===== src/rtl/core/assert_macros.svh =====
`ifndef ASSERT_MACROS_SVH
`define ASSERT_MACROS_SVH

// same-cycle implication, checked on every clock edge outside reset
`define ASSERT_IMPL(label, ante, cons, msg) \
	label: assert property (@(posedge clk) disable iff (!arst_n) (ante) |-> (cons)) \
		else $error(msg);

// next-cycle implication
`define ASSERT_NEXT(label, ante, cons, msg) \
	label: assert property (@(posedge clk) disable iff (!arst_n) (ante) |=> (cons)) \
		else $error(msg);

`endif


===== src/rtl/core/qrv_pkg.sv =====
package qrv_pkg;

	localparam int COMP_WIDTH = 16;
	localparam int FRAC_BITS  = 14;

	// first hamilton product terms and their sums
	localparam int PROD_W = 2 * COMP_WIDTH;
	localparam int T_W    = 2 * COMP_WIDTH + 1;
	// second product terms and the four-term sums
	localparam int QP_W   = T_W + COMP_WIDTH;
	localparam int R_W    = QP_W + 2;

	localparam int SHIFT  = 2 * FRAC_BITS;
	localparam int SH_W   = (R_W - SHIFT + 1 > COMP_WIDTH + 1) ?
		(R_W - SHIFT + 1) : (COMP_WIDTH + 1);
	localparam int ACC_W  = SHIFT + SH_W;

	typedef logic signed [COMP_WIDTH-1:0] comp_t;
	typedef logic signed [PROD_W-1:0]     prod_t;
	typedef logic signed [T_W-1:0]        tsum_t;
	typedef logic signed [QP_W-1:0]       qprod_t;
	typedef logic signed [R_W-1:0]        rsum_t;

	localparam logic signed [ACC_W-1:0] ROUND_HALF = ACC_W'(1) << (SHIFT - 1);
	localparam logic signed [SH_W-1:0]  SAT_MAX =
		{{(SH_W-COMP_WIDTH+1){1'b0}}, {(COMP_WIDTH-1){1'b1}}};
	localparam logic signed [SH_W-1:0]  SAT_MIN = ~SAT_MAX;
	localparam comp_t COMP_MAX = {1'b0, {(COMP_WIDTH-1){1'b1}}};
	localparam comp_t COMP_MIN = {1'b1, {(COMP_WIDTH-1){1'b0}}};

endpackage


===== src/rtl/core/qrv_round_sat.sv =====
module qrv_round_sat import qrv_pkg::*; (
	input  rsum_t acc,
	output comp_t rot,
	output logic  clip
);

	logic signed [ACC_W-1:0] rnd;
	logic signed [SH_W-1:0]  sh;

	// round half up, then drop the fraction bits
	assign rnd = ACC_W'(acc) + ROUND_HALF;
	assign sh  = rnd[ACC_W-1:SHIFT];

	always_comb begin
		clip = (sh > SAT_MAX) || (sh < SAT_MIN);
		if (clip) begin
			rot = sh[SH_W-1] ? COMP_MIN : COMP_MAX;
		end else begin
			rot = sh[COMP_WIDTH-1:0];
		end
	end

endmodule


===== config.mk =====
export PLATFORM = sky130hd
export DESIGN_NAME = qrv_round_sat
export DESIGN_NICKNAME = d
export VERILOG_FILES = /design/src/rtl/core/assert_macros.svh /design/src/rtl/core/qrv_pkg.sv /design/src/rtl/core/qrv_round_sat.sv
export SDC_FILE = /design/constraint.sdc
export NUM_CORES = 1
export LEC_CHECK = 0
export CAP_MARGIN = 25
export CORE_MARGIN = 2
export CORE_UTILIZATION = 50
export DETAILED_ROUTE_END_ITERATION = 10
export DONT_BUFFER_PORTS = 1
export PLACE_DENSITY = 0.73
export REMOVE_ABC_BUFFERS = 1
export SLEW_MARGIN = 20
export SYNTH_ARGS = -nofsm -noshare
export SYNTH_HDL_FRONTEND = slang
export SYNTH_SLANG_ARGS = --single-unit

===== constraint.sdc =====
create_clock -name vclk -period 7.5
set_clock_uncertainty 0.05 [all_clocks]
set_input_delay 1.5 -clock vclk [all_inputs]
set_output_delay 1.5 -clock vclk [all_outputs]
set_load 0.1 [all_outputs]

==> results of run 1 <==
worst paths after layout:
| path | startpoint | to | depth (start not counted) | slack (ns) |
|---|---|---|---|---|
| setup / recovery | acc[27] | rot[1] | 7 | 1.79 |
| hold / removal | acc[49] | rot[15] | 2 | 3.31 |
stage by stage:
step / instance area, um2 / power [mW]
floorplan: 865 / 0.0694
global placement: 1140 / 0.0894
detailed placement: 1140 / 0.0902
CTS: 1140 / 0.0904
global route: 1140 / 0.0936
finish: 1140 / 0.0903
report_power, final:
part           internal [mW]  switching [mW]
logic                 0.0243          0.0660
registers                  0               0
clock network              0               0
total                 0.0243          0.0660
cell families after synthesis:
kind of cell / Yosys count / share of synthesized area (%)
mux: 1 / 1.14
compound gates: 31 / 30.0
buf+inv: 6 / 3.41
xor+xnor: 16 / 16.8
fa+ha+maj: 1 / 1.42
simple gates: 68 / 47.3
worst max-delay path, delay by kind of cell:
kind | cells | cell delay [ns]
compound gates | 3 | 1.50
fa+ha+maj | 1 | 0.21
simple gates | 3 | 0.93
per-layer routing:
layer | track usage, % | wire length (um) | vias up
met2 | 46.7 | 1340 | 56
met5 | 0 | 0 | -
met4 | 4.57 | 5 | 0
li1 | - | - | 502
met3 | 1.59 | 186 | 2
met1 | 31.9 | 1100 | 518
cell type report:
cell class	instances	share of cell area [%]
repair buffers	9	13.7
well taps	17	1.87
inverters	3	1.21
multi-input cells	117	83.3
cell usage after synthesis (2+ instances only):
| library cell | instances | area, um2 |
|---|---|---|
| xnor2_1 | 8 | 70.1 |
| nand4_1 | 5 | 31.3 |
| or2_2 | 2 | 12.5 |
| nor2_1 | 12 | 45.0 |
| and3_1 | 2 | 12.5 |
| inv_1 | 2 | 7.51 |
| nor4_4 | 2 | 42.5 |
| nor3_1 | 8 | 40.0 |
| a21oi_1 | 3 | 15.0 |
| a31oi_1 | 4 | 25.0 |
| o21ai_0 | 2 | 10.0 |
| nor4_1 | 9 | 56.3 |
| nor3b_1 | 2 | 15.0 |
| nand2_1 | 13 | 48.8 |
| xor2_1 | 7 | 61.3 |
| a31o_2 | 2 | 17.5 |
| o22ai_1 | 7 | 43.8 |
| nand4_4 | 2 | 42.5 |
| nand3_1 | 7 | 35.0 |
cells in the final DEF (no fill, tap or decap), types with 3 or more instances in the layout:
cell	count
o22ai_2	7
nor2_1	12
a21oi_1	3
nand3_1	7
nand4_1	5
nand2_1	13
xor2_1	7
nor3_1	3
nor4_1	9
nor3_2	5
a31oi_2	4
buf_4	4
xnor2_1	8
clkbuf_16	5
==> qor.yml, run 1 <==
grt:
  grt_pass1_wl_um: 4070
  grtUsageTotal_pct: 25.3
  antenna_found_initial: 0
  grt_pass1_vias: 987
  grt_overflow: 0
  grt_max_degree: 16
cells_and_area:
  drive_above_1_share_pct: 32.6
  seq_cells: 0
  multi_input_area_um2: 946
  postLayoutCoreUtil_pct: 67.3
  stdcell_count: 146
  final_nets: 183
  area.sequential_um2: 0
  fillerInstances: 140
  clkbuf_count: 0
  n_antenna_cell: 0
  area_delta_synth_final_pct: 29.0
detailed_routing:
  drc: 0
  num_vias: 1078
  wl_per_cell_um: 18.0
  drtAntennaViolNets: 0
  drt_iter0_drc: 25
  dr.pass1.iters: 4
  detail_route.wirelength_um: 2630
  viasPerCell: 7.38
sta:
  finalCritPeriodShare_pct: 76.1
  slew_headroom_pct: 26.0
  setup_slack_ns: 1.79
  setup_viol: 0
  worst_pin_slew_ns: 1.11
  finalSetupTns_ns: 0
  rsz0062_at_grt: "no"
  fmax_mhz: 175
  hold-worst-slack_ns: 3.31
  drv_slew: 0
  final-hold-violation-count: 0
  period_needed_ns: 5.71
place:
  dp_cells: 146
  post-dp-hpwl_um: 2080
  io_buffer_count: 0
  place_worst_setup_slack_ns: 1.84
  place_congestion: 0.890
synthesis:
  synth.distinct_cells: 43
  ys_warn_count: 0
  yosysSeqAreaShare_pct: 0
  netlist_area_um2: 881
  avgSynthCellArea_um2: 7.16
  postSynthCellCount: 123
setup_path:
  cp_slowest_cell: "a211oi_2"
  crit_type: "primary input to primary output"
  required_ns: 5.95
  crit_fanout: 7
  startpoint_type: "primary input"
  worstPathCellList: "ha_1 > and3_1 > nand2_1 > nor4_1 > a31oi_2 > a211oi_2 > o22ai_2"
  slowest_delay_ns: 0.68
  critPathCaptureType: "primary output"
  arrival_ns: 4.16
floorplan:
  die-area_um2: 2110
  fp-row-count: 15
  io_pins: 68
  start_util_pct: 52.1
  coreArea_um2: 1690
  die_w_um: 46.0
  die_h_um: 46.0
status:
  status: "finished clean"
clocking:
  post-cts-setup-buffers: 0
  holdBufCountCts: 0
  ctsResizeCount: 0
power:
  p_per_area_nw_per_um2: 79.5
  peakVddDrop_v: 0.0000640
  p_leak_nw: 0.347
job:
  cap_violations: 0
worst_hold_path:
  hold_class: "primary input to primary output"
Power figures use the tool's default switching activity.
==> run 2, diff against run 1 <==
clock period = 6 ns   (was 7.5 ns; I/O delays follow)
==> qor.yml, run 2 (same netlist as run 1, synthesis figures left out) <==
status:
  status: "finished clean"
floorplan:
  fp-row-count: 15
  die-area_um2: 2110
  coreArea_um2: 1690
  die_w_um: 46.0
  die_h_um: 46.0
  io_pins: 68
  start_util_pct: 52.1
grt:
  grt_overflow: 0
  grtUsageTotal_pct: 26.8
  grt_max_degree: 16
  grt_pass1_wl_um: 4220
  grt_pass1_vias: 967
  antenna_found_initial: 0
sta:
  finalSetupTns_ns: 0
  final-hold-violation-count: 0
  fmax_mhz: 197
  drv_slew: 0
  slew_headroom_pct: 25.7
  setup_viol: 0
  period_needed_ns: 5.08
  worst_pin_slew_ns: 1.12
  rsz0062_at_grt: "no"
  finalCritPeriodShare_pct: 84.6
detailed_routing:
  detail_route.wirelength_um: 2780
  drt_iter0_drc: 51
  drtAntennaViolNets: 0
  viasPerCell: 7.33
  drc: 0
  wl_per_cell_um: 18.8
  num_vias: 1085
  dr.pass1.iters: 4
cells_and_area:
  seq_cells: 0
  area_delta_synth_final_pct: 33.0
  area.sequential_um2: 0
  postLayoutCoreUtil_pct: 69.3
  final_cell_mix: "13 x nand2_1, 12 x nor2_1, 9 x nor4_1"
  n_antenna_cell: 0
  clkbuf_count: 0
  final_nets: 185
  fillerInstances: 153
  drive_above_1_share_pct: 33.6
  final_common_cell: "nand2_1"
worst_hold_path:
  hold_class: "primary input to primary output"
job:
  cap_violations: 0
setup_path:
  startpoint_type: "primary input"
  required_ns: 4.75
  arrival_ns: 3.83
  critPathCaptureType: "primary output"
  crit_type: "primary input to primary output"
  crit_fanout: 7
power:
  peakVddDrop_v: 0.0000723
  p_leak_nw: 0.365
  p_per_area_nw_per_um2: 100
clocking:
  holdBufCountCts: 0
  ctsResizeCount: 0
  post-cts-setup-buffers: 0
place:
  place_congestion: 0.892
  post-dp-hpwl_um: 2150
  io_buffer_count: 0
run 2: critical path, cell delays in order:
cell and delay, ns:
ha_1 0.21, and3_1 0.25, nand2_1 0.23, nor4_1 0.42
a31oi_2 0.27, a211oi_2 0.69, o22ai_2 0.55
run 2: layout make-up:
type	count	area (um2)	share of cell area, %
multi-input cells	117	946	80.8
repair buffers	11	190	16.2
inverters	3	13.8	1.18
well taps	17	21.3	1.82
run 2: per-layer routing:
metal  part of all wire (%)  global-route usage [%]  vias up
li1                       -                       -      508
met1                     41                    33.3      504
met2                     48                    49.7       67
met3                    9.8                    3.97        6
met4                   0.76                    1.71        0
met5                      0                       0        -
run 2: final timing paths:
| kind | depth (start not counted) | slack (ns) | startpoint | endpoint |
|---|---|---|---|---|
| setup / recovery | 7 | 0.92 | acc[27] | rot[1] |
| hold / removal | 2 | 2.71 | acc[49] | rot[15] |
run 2: metrics by stage:
| step | hold slack, ns | cell area [um2] | cells | power (mW) | setup slack (ns) |
|---|---|---|---|---|---|
| detailed placement | 2.71 | 1140 | 147 | 0.113 | 0.951 |
| global route | 2.73 | 1170 | 148 | 0.121 | 0.741 |
| floorplan | 2.65 | 865 | 120 | 0.0868 | 0.169 |
| global placement | 2.70 | 1140 | 147 | 0.112 | 0.999 |
| CTS | 2.71 | 1140 | 147 | 0.114 | 0.938 |
| finish | 2.71 | 1170 | 148 | 0.117 | 0.923 |
run 2: report_power, final:
group	internal [mW]	total (mW)	switching (mW)
Combinational	0.0333	0.117	0.0838
Sequential	0	0	0
Clock	0	0	0
